## src/rtl/cflp_pkg.sv

```systemverilog
`default_nettype none
package cflp_pkg;

  localparam int MAX_NEIGHBOURS = 64;
  localparam int FRACTION_BITS  = 16;

  localparam int CNT_W  = $clog2(MAX_NEIGHBOURS + 1);
  localparam int TOT_W  = $clog2(MAX_NEIGHBOURS * 255 + 1);
  localparam int SQ_W   = $clog2(MAX_NEIGHBOURS * 65025 + 1);

  localparam int ALPHA_W = 25;
  localparam int BETA_W  = 34;
  localparam int ALPHA_LIMIT = 255 * (1 << FRACTION_BITS);

  // Shared multiplier operands and product.
  localparam int MA_W = 26;
  localparam int MB_W = 23;
  localparam int P_W  = MA_W + MB_W;

  localparam int DEN_W = 31;
  localparam int DVD_W = 48;
  localparam int DSR_W = 31;
  localparam int DCNT_W = $clog2(DVD_W + 1);

  localparam logic [1:0] FIT_OK    = 2'd0;
  localparam logic [1:0] FIT_CONST = 2'd1;
  localparam logic [1:0] FIT_FEW   = 2'd2;

  typedef enum logic [4:0] {
    OP_NONE,
    OP_ACC,
    OP_CHECK,
    OP_MUL_NSQ,
    OP_MUL_LL,
    OP_MUL_NX,
    OP_MUL_LC,
    OP_NUM,
    OP_ALPHA_LOAD,
    OP_DIV,
    OP_ALPHA_SET,
    OP_MUL_AL,
    OP_BETA_LOAD,
    OP_BETA_SET,
    OP_FIT_OUT,
    OP_PRED_MUL,
    OP_PRED_OUT
  } dp_op_t;

  typedef struct packed {
    dp_op_t op;
  } dp_cmd_t;

  typedef struct packed {
    logic few_pairs;
    logic denom_zero;
    logic div_last;
    logic out_free;
  } dp_status_t;

endpackage
`default_nettype wire

```

## src/rtl/cflp_ctrl.sv

```systemverilog
`default_nettype none
module cflp_ctrl (
  input  wire                  clk,
  input  wire                  rst,
  input  wire                  in_valid,
  input  wire                  in_mode,
  input  wire                  in_last,
  output logic                 in_ready,
  output cflp_pkg::dp_cmd_t    cmd,
  input  cflp_pkg::dp_status_t status
);

  typedef enum logic [3:0] {
    IDLE, CHK, D1, D2, D3, D4, D5, DEC, ADIV, AFIN, B1, BLOAD, BDIV, BFIN, FOUT, PMUL
  } state_t;

  state_t state, state_next;
  logic   pred_out;
  logic   pred_out_next;

  always_comb begin
    state_next    = state;
    pred_out_next = pred_out;
    cmd.op        = cflp_pkg::OP_NONE;
    in_ready      = 1'b0;
    case (state)
      IDLE: begin
        in_ready = 1'b1;
        if (in_valid) begin
          if (!in_mode) begin
            cmd.op = cflp_pkg::OP_ACC;
            if (in_last) state_next = CHK;
          end else begin
            state_next = PMUL;
          end
        end
      end
      CHK: begin
        cmd.op = cflp_pkg::OP_CHECK;
        state_next = status.few_pairs ? FOUT : D1;
      end
      D1: begin cmd.op = cflp_pkg::OP_MUL_NSQ; state_next = D2; end
      D2: begin cmd.op = cflp_pkg::OP_MUL_LL;  state_next = D3; end
      D3: begin cmd.op = cflp_pkg::OP_MUL_NX;  state_next = D4; end
      D4: begin cmd.op = cflp_pkg::OP_MUL_LC;  state_next = D5; end
      D5: begin cmd.op = cflp_pkg::OP_NUM;     state_next = DEC; end
      DEC: begin
        cmd.op = cflp_pkg::OP_ALPHA_LOAD;
        state_next = status.denom_zero ? B1 : ADIV;
      end
      ADIV: begin
        cmd.op = cflp_pkg::OP_DIV;
        if (status.div_last) state_next = AFIN;
      end
      AFIN:  begin cmd.op = cflp_pkg::OP_ALPHA_SET; state_next = B1; end
      B1:    begin cmd.op = cflp_pkg::OP_MUL_AL;    state_next = BLOAD; end
      BLOAD: begin cmd.op = cflp_pkg::OP_BETA_LOAD; state_next = BDIV; end
      BDIV: begin
        cmd.op = cflp_pkg::OP_DIV;
        if (status.div_last) state_next = BFIN;
      end
      BFIN: begin cmd.op = cflp_pkg::OP_BETA_SET; state_next = FOUT; end
      FOUT: begin
        cmd.op = pred_out ? cflp_pkg::OP_PRED_OUT : cflp_pkg::OP_FIT_OUT;
        if (status.out_free) state_next = IDLE;
      end
      PMUL: begin
        cmd.op = cflp_pkg::OP_PRED_MUL;
        state_next = FOUT;
      end
      default: state_next = IDLE;
    endcase
    if (state == IDLE) pred_out_next = in_mode;
  end

  always_ff @(posedge clk) begin
    if (rst) begin
      state    <= IDLE;
      pred_out <= 1'b0;
    end else begin
      state    <= state_next;
      pred_out <= pred_out_next;
    end
  end

endmodule
`default_nettype wire

```

## src/rtl/cflp_datapath.sv

```systemverilog
`default_nettype none
module cflp_datapath (
  input  wire                         clk,
  input  wire                         rst,
  input  wire                         in_fire,
  input  wire  [7:0]                  in_luma,
  input  wire  [7:0]                  in_chroma,
  input  wire                         in_last,
  input  cflp_pkg::dp_cmd_t           cmd,
  output cflp_pkg::dp_status_t        status,
  input  wire                         out_ready,
  output logic                        out_valid,
  output logic                        out_kind,
  output logic [7:0]                  out_pred,
  output logic [cflp_pkg::ALPHA_W-1:0] out_slope,
  output logic [32:0]                 out_offset,
  output logic [1:0]                  out_status,
  output logic                        out_last
);

  localparam int FB = cflp_pkg::FRACTION_BITS;

  logic [cflp_pkg::CNT_W-1:0]     pair_count;
  logic [cflp_pkg::TOT_W-1:0]     luma_total;
  logic [cflp_pkg::TOT_W-1:0]     chroma_total;
  logic [cflp_pkg::SQ_W-1:0]      luma_square_total;
  logic [cflp_pkg::SQ_W-1:0]      cross_total;
  logic signed [cflp_pkg::ALPHA_W-1:0] alpha;
  logic signed [cflp_pkg::BETA_W-1:0]  beta;
  logic [7:0]                     luma_r;
  logic                           last_r;
  logic [1:0]                     fit_status;

  logic signed [cflp_pkg::P_W-1:0]   prod;
  logic signed [cflp_pkg::DEN_W-1:0] denom;
  logic signed [cflp_pkg::DEN_W-1:0] num;

  logic [cflp_pkg::DVD_W-1:0]  dvd;
  logic [cflp_pkg::DSR_W-1:0]  dsr;
  logic [cflp_pkg::DSR_W-1:0]  rem;
  logic [cflp_pkg::DCNT_W-1:0] div_cnt;
  logic                        neg;

  logic signed [cflp_pkg::MA_W-1:0] mul_a;
  logic signed [cflp_pkg::MB_W-1:0] mul_b;
  logic [cflp_pkg::DSR_W:0]         rem_sh;
  logic                             ge;
  logic signed [cflp_pkg::P_W-1:0]  alpha_num;
  logic signed [cflp_pkg::P_W-1:0]  beta_num;
  logic signed [cflp_pkg::P_W-1:0]  q_signed;
  logic signed [cflp_pkg::P_W:0]    v;
  logic signed [cflp_pkg::P_W:0]    p_full;
  logic [7:0]                       pred;
  logic                             free;
  logic [15:0]                      lc;
  logic [15:0]                      lsq;

  assign free = !out_valid || out_ready;
  assign lc   = in_luma * in_chroma;
  assign lsq  = 16'(in_luma) * 16'(in_luma);

  assign status.few_pairs  = pair_count < cflp_pkg::CNT_W'(4);
  assign status.denom_zero = denom == '0;
  assign status.div_last   = div_cnt == cflp_pkg::DCNT_W'(1);
  assign status.out_free   = free;

  // Operand selection for the one shared multiplier.
  always_comb begin
    mul_a = '0;
    mul_b = '0;
    case (cmd.op)
      cflp_pkg::OP_MUL_NSQ: begin
        mul_a = cflp_pkg::MA_W'(pair_count);
        mul_b = cflp_pkg::MB_W'(luma_square_total);
      end
      cflp_pkg::OP_MUL_LL: begin
        mul_a = cflp_pkg::MA_W'(luma_total);
        mul_b = cflp_pkg::MB_W'(luma_total);
      end
      cflp_pkg::OP_MUL_NX: begin
        mul_a = cflp_pkg::MA_W'(pair_count);
        mul_b = cflp_pkg::MB_W'(cross_total);
      end
      cflp_pkg::OP_MUL_LC: begin
        mul_a = cflp_pkg::MA_W'(luma_total);
        mul_b = cflp_pkg::MB_W'(chroma_total);
      end
      cflp_pkg::OP_MUL_AL: begin
        mul_a = cflp_pkg::MA_W'(alpha);
        mul_b = cflp_pkg::MB_W'(luma_total);
      end
      cflp_pkg::OP_PRED_MUL: begin
        mul_a = cflp_pkg::MA_W'(alpha);
        mul_b = cflp_pkg::MB_W'(luma_r);
      end
      default: begin
        mul_a = '0;
        mul_b = '0;
      end
    endcase
  end

  always_comb begin
    rem_sh    = {rem, dvd[cflp_pkg::DVD_W-1]};
    ge        = rem_sh >= {1'b0, dsr};
    alpha_num = (cflp_pkg::P_W'(num) <<< (FB + 1)) + cflp_pkg::P_W'(denom);
    beta_num  = ((cflp_pkg::P_W'(chroma_total) << FB) - prod) <<< 1;
    beta_num  = beta_num + cflp_pkg::P_W'(pair_count);
    if (neg) q_signed = -(cflp_pkg::P_W'(dvd) + cflp_pkg::P_W'(rem != '0));
    else     q_signed = cflp_pkg::P_W'(dvd);
    v      = (cflp_pkg::P_W+1)'(prod) + (cflp_pkg::P_W+1)'(beta)
             + (cflp_pkg::P_W+1)'(1 << (FB - 1));
    p_full = v >>> FB;
    if (v < 0)                              pred = 8'd0;
    else if (p_full > (cflp_pkg::P_W+1)'(255)) pred = 8'd255;
    else                                     pred = p_full[7:0];
  end

  always_ff @(posedge clk) begin
    if (rst) begin
      pair_count        <= '0;
      luma_total        <= '0;
      chroma_total      <= '0;
      luma_square_total <= '0;
      cross_total       <= '0;
      alpha             <= '0;
      beta              <= cflp_pkg::BETA_W'(128) << FB;
      out_valid         <= 1'b0;
      div_cnt           <= '0;
    end else begin
      if (free && (cmd.op == cflp_pkg::OP_FIT_OUT || cmd.op == cflp_pkg::OP_PRED_OUT))
        out_valid <= 1'b1;
      else if (out_ready)
        out_valid <= 1'b0;
      if (in_fire) begin
        luma_r <= in_luma;
        last_r <= in_last;
      end
      case (cmd.op)
        cflp_pkg::OP_ACC: begin
          if (pair_count < cflp_pkg::CNT_W'(cflp_pkg::MAX_NEIGHBOURS)) begin
            pair_count        <= pair_count + 1'b1;
            luma_total        <= luma_total + cflp_pkg::TOT_W'(in_luma);
            chroma_total      <= chroma_total + cflp_pkg::TOT_W'(in_chroma);
            luma_square_total <= luma_square_total + cflp_pkg::SQ_W'(lsq);
            cross_total       <= cross_total + cflp_pkg::SQ_W'(lc);
          end
        end
        cflp_pkg::OP_CHECK: fit_status <= cflp_pkg::FIT_FEW;
        cflp_pkg::OP_MUL_NSQ, cflp_pkg::OP_MUL_AL, cflp_pkg::OP_PRED_MUL:
          prod <= mul_a * mul_b;
        cflp_pkg::OP_MUL_LL: begin
          prod  <= mul_a * mul_b;
          denom <= cflp_pkg::DEN_W'(prod);
        end
        cflp_pkg::OP_MUL_NX: begin
          prod  <= mul_a * mul_b;
          denom <= denom - cflp_pkg::DEN_W'(prod);
        end
        cflp_pkg::OP_MUL_LC: begin
          prod <= mul_a * mul_b;
          num  <= cflp_pkg::DEN_W'(prod);
        end
        cflp_pkg::OP_NUM: num <= num - cflp_pkg::DEN_W'(prod);
        cflp_pkg::OP_ALPHA_LOAD: begin
          if (denom == '0) begin
            alpha      <= '0;
            fit_status <= cflp_pkg::FIT_CONST;
          end else begin
            fit_status <= cflp_pkg::FIT_OK;
            neg        <= alpha_num < 0;
            dvd        <= cflp_pkg::DVD_W'(alpha_num < 0 ? -alpha_num : alpha_num);
            dsr        <= cflp_pkg::DSR_W'(denom) << 1;
            rem        <= '0;
            div_cnt    <= cflp_pkg::DCNT_W'(cflp_pkg::DVD_W);
          end
        end
        cflp_pkg::OP_BETA_LOAD: begin
          neg     <= beta_num < 0;
          dvd     <= cflp_pkg::DVD_W'(beta_num < 0 ? -beta_num : beta_num);
          dsr     <= cflp_pkg::DSR_W'(pair_count) << 1;
          rem     <= '0;
          div_cnt <= cflp_pkg::DCNT_W'(cflp_pkg::DVD_W);
        end
        cflp_pkg::OP_DIV: begin
          rem     <= ge ? cflp_pkg::DSR_W'(rem_sh - {1'b0, dsr}) : cflp_pkg::DSR_W'(rem_sh);
          dvd     <= {dvd[cflp_pkg::DVD_W-2:0], ge};
          div_cnt <= div_cnt - 1'b1;
        end
        cflp_pkg::OP_ALPHA_SET: begin
          if (q_signed > cflp_pkg::P_W'(cflp_pkg::ALPHA_LIMIT))
            alpha <= cflp_pkg::ALPHA_W'(cflp_pkg::ALPHA_LIMIT);
          else if (q_signed < -cflp_pkg::P_W'(cflp_pkg::ALPHA_LIMIT))
            alpha <= -cflp_pkg::ALPHA_W'(cflp_pkg::ALPHA_LIMIT);
          else
            alpha <= cflp_pkg::ALPHA_W'(q_signed);
        end
        cflp_pkg::OP_BETA_SET: beta <= cflp_pkg::BETA_W'(q_signed);
        cflp_pkg::OP_FIT_OUT: begin
          if (free) begin
            out_kind          <= 1'b0;
            out_pred          <= 8'd0;
            out_slope         <= alpha;
            out_offset        <= beta[32:0];
            out_status        <= fit_status;
            out_last          <= last_r;
            pair_count        <= '0;
            luma_total        <= '0;
            chroma_total      <= '0;
            luma_square_total <= '0;
            cross_total       <= '0;
          end
        end
        cflp_pkg::OP_PRED_OUT: begin
          if (free) begin
            out_kind   <= 1'b1;
            out_pred   <= pred;
            out_slope  <= alpha;
            out_offset <= beta[32:0];
            out_status <= cflp_pkg::FIT_OK;
            out_last   <= last_r;
          end
        end
        default: ;
      endcase
    end
  end

  a_count_cap: assert property (@(posedge clk) disable iff (rst)
    pair_count <= cflp_pkg::CNT_W'(cflp_pkg::MAX_NEIGHBOURS))
    else $error("pair count above capacity");

  a_alpha_range: assert property (@(posedge clk) disable iff (rst)
    (alpha <= cflp_pkg::ALPHA_W'(cflp_pkg::ALPHA_LIMIT))
    && (alpha >= -cflp_pkg::ALPHA_W'(cflp_pkg::ALPHA_LIMIT)))
    else $error("slope outside saturation range");

  a_clear_after_fit: assert property (@(posedge clk) disable iff (rst)
    (cmd.op == cflp_pkg::OP_FIT_OUT && free) |=> (pair_count == '0))
    else $error("sums not cleared after fit report");

endmodule
`default_nettype wire

```

## src/rtl/chroma_from_luma_fit_predict.sv

```systemverilog
// A neighbour pair without last is absorbed at its transfer with no result. A last pair yields
// its fit report after two 48-step divisions (slope, then offset) on one shared divider; for
// constant luma only the offset division runs, and for too few pairs neither runs.
// A luma sample yields its prediction through the PMUL and FOUT states, before another is taken.
// Pairs are taken one per cycle while idle; input waits while a fit runs and on a held result.
// Reset (rst, synchronous, active high) clears the sums and count, slope to 0, offset 128.
`default_nettype none
module chroma_from_luma_fit_predict (
  input  wire         clk,
  input  wire         rst,
  input  wire         s_tvalid,
  output logic        s_tready,
  input  wire  [15:0] s_tdata,   // luma_sample [7:0], chroma_sample [15:8]
  input  wire         s_tuser,   // mode
  input  wire         s_tlast,   // last
  output logic        m_tvalid,
  input  wire         m_tready,
  output logic [71:0] m_tdata,   // chroma_pred [7:0], alpha_q [32:8], beta_q [65:33],
                                 // fit_status [67:66], zero fill [71:68]
  output logic        m_tuser,   // kind
  output logic        m_tlast    // end_mark
);

  cflp_pkg::dp_cmd_t    cmd;
  cflp_pkg::dp_status_t status;

  logic [7:0]                   out_pred;
  logic [cflp_pkg::ALPHA_W-1:0] out_slope;
  logic [32:0]                  out_offset;
  logic [1:0]                   out_status;

  // The controller sequences the fit and prediction steps.
  cflp_ctrl u_ctrl (
    .clk      (clk),
    .rst      (rst),
    .in_valid (s_tvalid),
    .in_mode  (s_tuser),
    .in_last  (s_tlast),
    .in_ready (s_tready),
    .cmd      (cmd),
    .status   (status)
  );

  // The datapath holds the sums, the model, the shared multiplier and divider,
  // and the output register that parts the two sides.
  cflp_datapath u_dp (
    .clk        (clk),
    .rst        (rst),
    .in_fire    (s_tvalid && s_tready),
    .in_luma    (s_tdata[7:0]),
    .in_chroma  (s_tdata[15:8]),
    .in_last    (s_tlast),
    .cmd        (cmd),
    .status     (status),
    .out_ready  (m_tready),
    .out_valid  (m_tvalid),
    .out_kind   (m_tuser),
    .out_pred   (out_pred),
    .out_slope  (out_slope),
    .out_offset (out_offset),
    .out_status (out_status),
    .out_last   (m_tlast)
  );

  assign m_tdata = {4'b0000, out_status, out_offset, out_slope, out_pred};

endmodule
`default_nettype wire
```

## config.mk

```make
export PLATFORM = sky130hd
export DESIGN_NAME = chroma_from_luma_fit_predict
export DESIGN_NICKNAME = d
export VERILOG_FILES = /design/src/rtl/cflp_pkg.sv /design/src/rtl/cflp_ctrl.sv /design/src/rtl/cflp_datapath.sv /design/src/rtl/chroma_from_luma_fit_predict.sv
export SDC_FILE = /design/constraint.sdc
export NUM_CORES = 2
export LEC_CHECK = 0
export ABC_CLOCK_PERIOD_IN_PS = 12400
export BUFFER_PORTS_ARGS = -buffer_cell sky130_fd_sc_hd__buf_2
export CAP_MARGIN = 15
export CORE_MARGIN = 2
export CORE_UTILIZATION = 45
export DETAILED_ROUTE_END_ITERATION = 7
export PLACE_DENSITY_LB_ADDON = 0.2
export SYNTH_ARGS = -nofsm -noshare
export SYNTH_HDL_FRONTEND = slang
export SYNTH_SLANG_ARGS = --single-unit
export TNS_END_PERCENT = 100
```

## constraint.sdc

```tcl
create_clock -name clk -period 12.4 [get_ports clk]
set_input_delay 1.24 -clock clk [delete_from_list [all_inputs] [get_ports clk]]
set_output_delay 1.24 -clock clk [all_outputs]
set_load 0.005 [all_outputs]
```

Yosys cells after proc, flatten, opt, wreduce, memory -nomap -nowiden:

Cells that the tools add are included.

* register bits: 453
* bits of input ports: 22
* output and inout bits: 76
* logic and storage cells: 202

* add/sub/neg operators: 18
* $mul: 3
* $lt $le $gt $ge: 9
* equality and inequality tests: 42
* multiplexer cells: 64
* bitwise operators: 1
* reduce and logical (&&, ||, !) cells: 38

Operators with widths (count)
* case mux 31 bit (2 select lines): 3
* 2-to-1 mux 48 bit: 3
* case mux 48 bit (3 select lines): 1
* case mux 22 bit (5 select lines): 1
* < comparator 49 x 1 -> 1 bit (second input constant): 2
* negator 48 bit: 2
* 2-to-1 mux 31 bit: 3
* case mux 31 bit (3 select lines): 1
* subtractor 31 bit: 3
* case mux 22 bit (2 select lines): 2
* case mux 26 bit (3 select lines): 1
* 2-to-1 mux 25 bit: 3
* case mux 5 bit (15 select lines): 1
* 2-to-1 mux 22 bit: 3
* case mux 4 bit (15 select lines): 1
* case mux 14 bit (2 select lines): 2
* adder 49 x 34 -> 50 bit: 1
* adder 50 x 17 -> 50 bit (second input constant): 1
* < comparator 50 x 1 -> 1 bit (second input constant): 1
* case mux 25 bit (2 select lines): 1
* adder 48 x 1 -> 49 bit: 1
* adder 48 x 31 -> 49 bit: 1
* adder 49 x 7 -> 49 bit: 1
* > comparator 49 x 25 -> 1 bit (second input constant): 1
* other kinds (55): 135

Logic depth before layout (Yosys ltp):

* word-level depth: 8
* depth in mapped cells: 38

Cells and area by module:

From an unflattened synthesis, not the netlist that was laid out.

* cells, all modules: 6859
* area total of the unflattened synthesis: 60835.8 µm²

Modules (own cells, without submodules)
* cflp_datapath: times used 1, cells each 6792, area an instance 60314.1 µm², seq. area each 11971.5 µm²
* cflp_ctrl: times used 1, cells each 61, area an instance 481.7 µm², seq. area each 100.1 µm²
* chroma_from_luma_fit_predict: times used 1, cells each 6, area an instance 40.0 µm², seq. area each 0.0 µm²

Worst setup path before layout:

Ideal clock, no wire load.

* path kind: register to register
* from: reg u_ctrl.state[1]
* to: reg u_dp.prod[47] (netlist name), data pin
* data arrival time: 9138 ps
* data required time: 12131 ps
* setup slack: 2993 ps
* stages on the path, launching flop included: 36
* buffers on the path: 3
* period minus slack after synthesis: 9407 ps
* cells stage by stage: dfxtp_1 > clkbuf_1 > nor2b_1 > nor3b_1 > clkbuf_1 > a22oi_1 > nand3_1 > clkbuf_1 > nand2_1 > fa_1 > inv_1 > fa_1 > inv_1 > fa_1 > fa_1 > fa_1 > inv_1 > fa_1 > inv_1 > fa_1 > inv_1 > ha_1 > a21o_1 > a21o_1 > a21oi_1 > a21boi_0 > a41o_1 > a31oi_1 > a211oi_1 > o31ai_1 > o22ai_1 > o41ai_1 > o21ai_0 > a21oi_1 > o31ai_1 > xor2_1

* cells in the longest elaborated chain, start to end: 7
* elaborated cells between the ends (all ways): 31
* classes of those cells: mul: 1; eq/ne: 21; mux: 3; reduce/logical: 6

RTL lines
* from (decl): line cflp_ctrl.sv:17 `state_t state, state_next;`
* from (signal assigned): line cflp_ctrl.sv:81 `state <= state_next;`
* equality test 4 bit: line cflp_ctrl.sv:26 `case (state)`
* OR reduction 2 bit (no source line)
* case mux 5 bit (15 select lines) *: line cflp_ctrl.sv:26
* equality test 5 x 4 -> 1 bit (tied with other cells): line cflp_datapath.sv:71, cflp_datapath.sv:139
* OR reduction 2 bit (no source line)
* case mux 22 bit (5 select lines) or case mux 26 bit (3 select lines) (tied branches): line cflp_datapath.sv:71 `case (cmd.op)`
* multiplier 26 x 23 -> 49 bit *
* to (signal assigned): line cflp_datapath.sv:151 `prod <= mul_a * mul_b;`
* to (signal assigned): line cflp_datapath.sv:153 `prod <= mul_a * mul_b;`
* to (signal assigned): line cflp_datapath.sv:157 `prod <= mul_a * mul_b;`
* to (decl): line cflp_datapath.sv:34 `logic signed [cflp_pkg::P_W-1:0] prod;`

Every way passes the cells marked *; elsewhere a longest branch is shown, timed or not.
A chain may end at the register's enable or synchronous reset.

Worst setup path in the final report:

* from: reg u_ctrl.state[0]
* to: reg u_dp.prod[47] (netlist name), data pin

The elaborated chain is that of the path after synthesis.

==> out/summary.txt <==
Fraction of registers with async set/reset = 0%
DRC = 0
Vias in the first global route = 48.7k
Setup TNS = 0 ps
Largest stage delay, worst path = 880 ps
Tot GR Track Use = 27.7%
Sw frac = 49.3%
Design Power = 11.9 mW
Fmax = 0.0935 GHz
Antenna viol nets, final = 0
RR Startpoint = u_ctrl.state[0]$_SDFFE_PP0P_
Element type at the critical path start = flip-flop
CTS tree = yes
Top cells by count, synth = inv_1 (996), nand2_1 (683), fa_1 (681), nor2_1 (587), ha_1 (524)
Clock power share = 13.9%
Clock Sinks = 452
Largest cells by area after synthesis = fa_1 (23%), edfxtp_1 (15%), ha_1 (11%)
Power Dens Cells = 185 nW/um^2
Die Span Y = 368 um
Main flop type after synthesis = edfxtp_1
Cts repair resizes = 0
Internal Pwr Total = 6.04 mW
RSZ-0062 raised after global routing = false
CP Capture Type = flip-flop
Max-cap check violation count = 0
Largest net degree at the start of global routing = 70
Yosys reg bits = 452
Die area = 136,000 um^2
Final Hold Viols = 0
DP Wirelength = 155,000 um
Initial antenna violation count = 8
Critical path's slowest cell = nand3_1
Layout cell share with drive strength beyond 1 = 4.43%
Setup CP Type = flip-flop to flip-flop
Area fraction of the dominant cell type after synthesis = 22.8%
Crit-path most repeated cell = fa_1
P_leak = 29.0 nW
Via count = 49.5k
Ys Warns = 0
Total gr overflow = 0
CP Max Fanout = 24
FP Rows = 133
Buffers on Ports = 93
Register area share after synthesis = 20.2%
Clk slew on worst S/H paths = 70 ps
Post-Syn Area = 59,700 um^2
Dominant cell type by area after synthesis = fa_1
Cell variety after synth = 94
Global-route wire length before repair = 291,000 um
# IOs = 98
DIE WIDTH = 368 um
Min Clock Period, post-route = 10,700 ps
Worst setup path end = u_dp.prod[47]$_DFFE_PP_
# nets final = 8,108
Number of CTS-inserted buffers = 56
Syn Area/Cell = 8.83 um^2
Initial Util = 45.4%
Number of synthesized flops with an enable pin = 302
Register Area = 12,100 um^2
Worst R2R Path Depth = 32
Vias/cell = 5.70
Gpl congestion = 0.991
Worst-margin pin slew = 1210 ps
Setup bufs post-CTS = 0
Maximum root-to-sink buffer count = 3
Final Max Tran Viols = 0
Worst r2r dst = u_dp.prod[47]$_DFFE_PP_
Synthesis-to-layout area growth = 7.93%
Detailed Route WL = 188,000 um
WP data arrival = 11,100 ps
Area of the multi-input gates = 43,700 um^2
Switching power = 5.87 mW
Critical path data required time = 12,800 ps
Status = completed
Hold buffers post-CTS = 0
Final Setup Violations = 0
Peak VDD IR = 0.000213 V
Core box area = 131,000 um^2
H-tree levels = 2
Worst-Skew Late Latency = 670 ps
Top-count cell post-synth = inv_1
Class of the worst hold path = flip-flop to flip-flop
Synth Instances = 6,759
Detailed Route Iter0 Violations = 4,312
TritonRoute pass-1 iters = 6
Worst slew margin = 18.2%
Reg2Reg Setup Slack = 1700 ps
DR WL/cell = 21.6 um
Launch point of the worst path = u_ctrl.state[0]$_SDFFE_PP0P_
Sequential power share = 21.1%
Power share of the combinational group = 65.0%
Root Buffer = clkbuf_16
Clock skew = 21.6 ps
Fin crit share = 86.3%
Fillers = 12.6k
## critical path, delay by kind of cell, from the launching register on
family | cells | cell delay (ps)
flops | 1 | 770
xor+xnor | 1 | 150
fa+ha+maj | 8 | 3840
buf+inv | 5 | 260
simple gates | 4 | 2190
compound gates | 14 | 3220
## registers in the layout, indices dropped and copies added (netlist names), 2 cells and up
signal	flops
u_dp.luma_total	14
u_dp.beta	34
u_dp.out_pred	8
u_dp.cross_total	22
u_dp.denom	31
u_dp.out_offset	33
u_dp.out_slope	25
u_dp.alpha	25
u_dp.rem	31
u_ctrl.state	4
u_dp.num	31
u_dp.luma_square_total	22
u_dp.pair_count	7
u_dp.div_cnt	6
u_dp.fit_status	2
u_dp.prod	49
u_dp.out_status	2
u_dp.luma_r	8
u_dp.chroma_total	14
u_dp.dvd	48
u_dp.dsr	30
## layer usage
| metal | vias up | share of wire [%] | GRT usage [%] |
|---|---|---|---|
| li1 | 22900 | - | - |
| met1 | 24500 | 42 | 37.8 |
| met2 | 1771 | 45 | 44.5 |
| met3 | 348 | 7.5 | 3.58 |
| met4 | 6 | 4.8 | 11.4 |
| met5 | - | 0.021 | 0 |
## kinds of logic after synthesis
group,after synthesis,share of synthesized area [%]
other cells,2,0.0126
simple gates,2053,16.1
compound gates,1319,14.6
flops,452,20.2
fa+ha+maj,1205,33.8
mux,61,1.03
buf+inv,1236,7.83
xor+xnor,431,6.34
## power groups by stage
stage / logic [mW] / clock network, mW / registers, mW
final: 7.74 / 1.66 / 2.51
after detailed placement: 7.56 / 0 / 2.53
after global routing: 8.67 / 1.74 / 2.52
after global placement: 7.47 / 0 / 2.53
after CTS: 7.62 / 1.69 / 2.50
after floorplan: 5.78 / 0 / 2.26
## how the worst min path moves through the flow
stage                                             from                       endpoint  slack (ps)  cells past startpoint
after floorplan                  u_dp.last_r$_DFFE_PP_        u_dp.out_last$_DFFE_PP_         400                      0
after CTS                   u_dp.beta[12]$_SDFFE_PP0N_  u_dp.out_offset[12]$_DFFE_PP_         500                      0
after global routing        u_dp.beta[21]$_SDFFE_PP0N_  u_dp.out_offset[21]$_DFFE_PP_         510                      0
final                       u_dp.beta[12]$_SDFFE_PP0N_  u_dp.out_offset[12]$_DFFE_PP_         490                      0
after global placement    u_dp.div_cnt[5]$_SDFFE_PP0P_   u_dp.div_cnt[5]$_SDFFE_PP0P_         470                      1
after detailed placement    u_dp.beta[12]$_SDFFE_PP0N_  u_dp.out_offset[12]$_DFFE_PP_         480                      0
## per-stage QoR
step	worst slack (ps)	instances	cell area [um^2]	hold WS, ps	utilization (%)
floorplan	2990	6914	60300	400	-
global route	950	8681	64400	510	49.0
global placement	1920	8577	62600	468	47.6
detailed placement	1750	8577	62600	483	47.6
finish	1700	8683	64400	493	49.0
CTS	1730	8680	64400	498	49.0
## placed cells by master, fill, tap and decap left out, types with 57 or more instances in the layout
cell	synthesis	layout
nand2_1	683	681
clkbuf_16	0	57
conb_1	2	157
inv_1	996	996
xnor2_1	259	258
nor2_1	587	584
nand4_1	65	65
ha_1	524	524
a21oi_1	332	329
nor2b_1	59	59
nor3_1	128	121
a21o_1	127	127
o21ai_0	254	253
fa_1	681	681
mux2i_1	58	58
nand3_1	120	119
dfxtp_1	150	150
and2_1	121	120
buf_2	7	92
edfxtp_1	302	302
a211oi_1	71	71
a22oi_1	78	78
xor2_1	171	171
## final cells by class
| cell class | instances | share of cell area, % |
|---|---|---|
| Sequential cell | 452 | 18.7 |
| Clock inverter | 38 | 0.563 |
| Multi-Input combinational cell | 5226 | 67.8 |
| Tap cell | 1755 | 3.41 |
| Clock buffer | 65 | 2.28 |
| Inverter | 996 | 5.80 |
| Timing Repair Buffer | 149 | 1.39 |
| Antenna cell | 2 | 0.00777 |
Power figures use the tool's default switching activity.
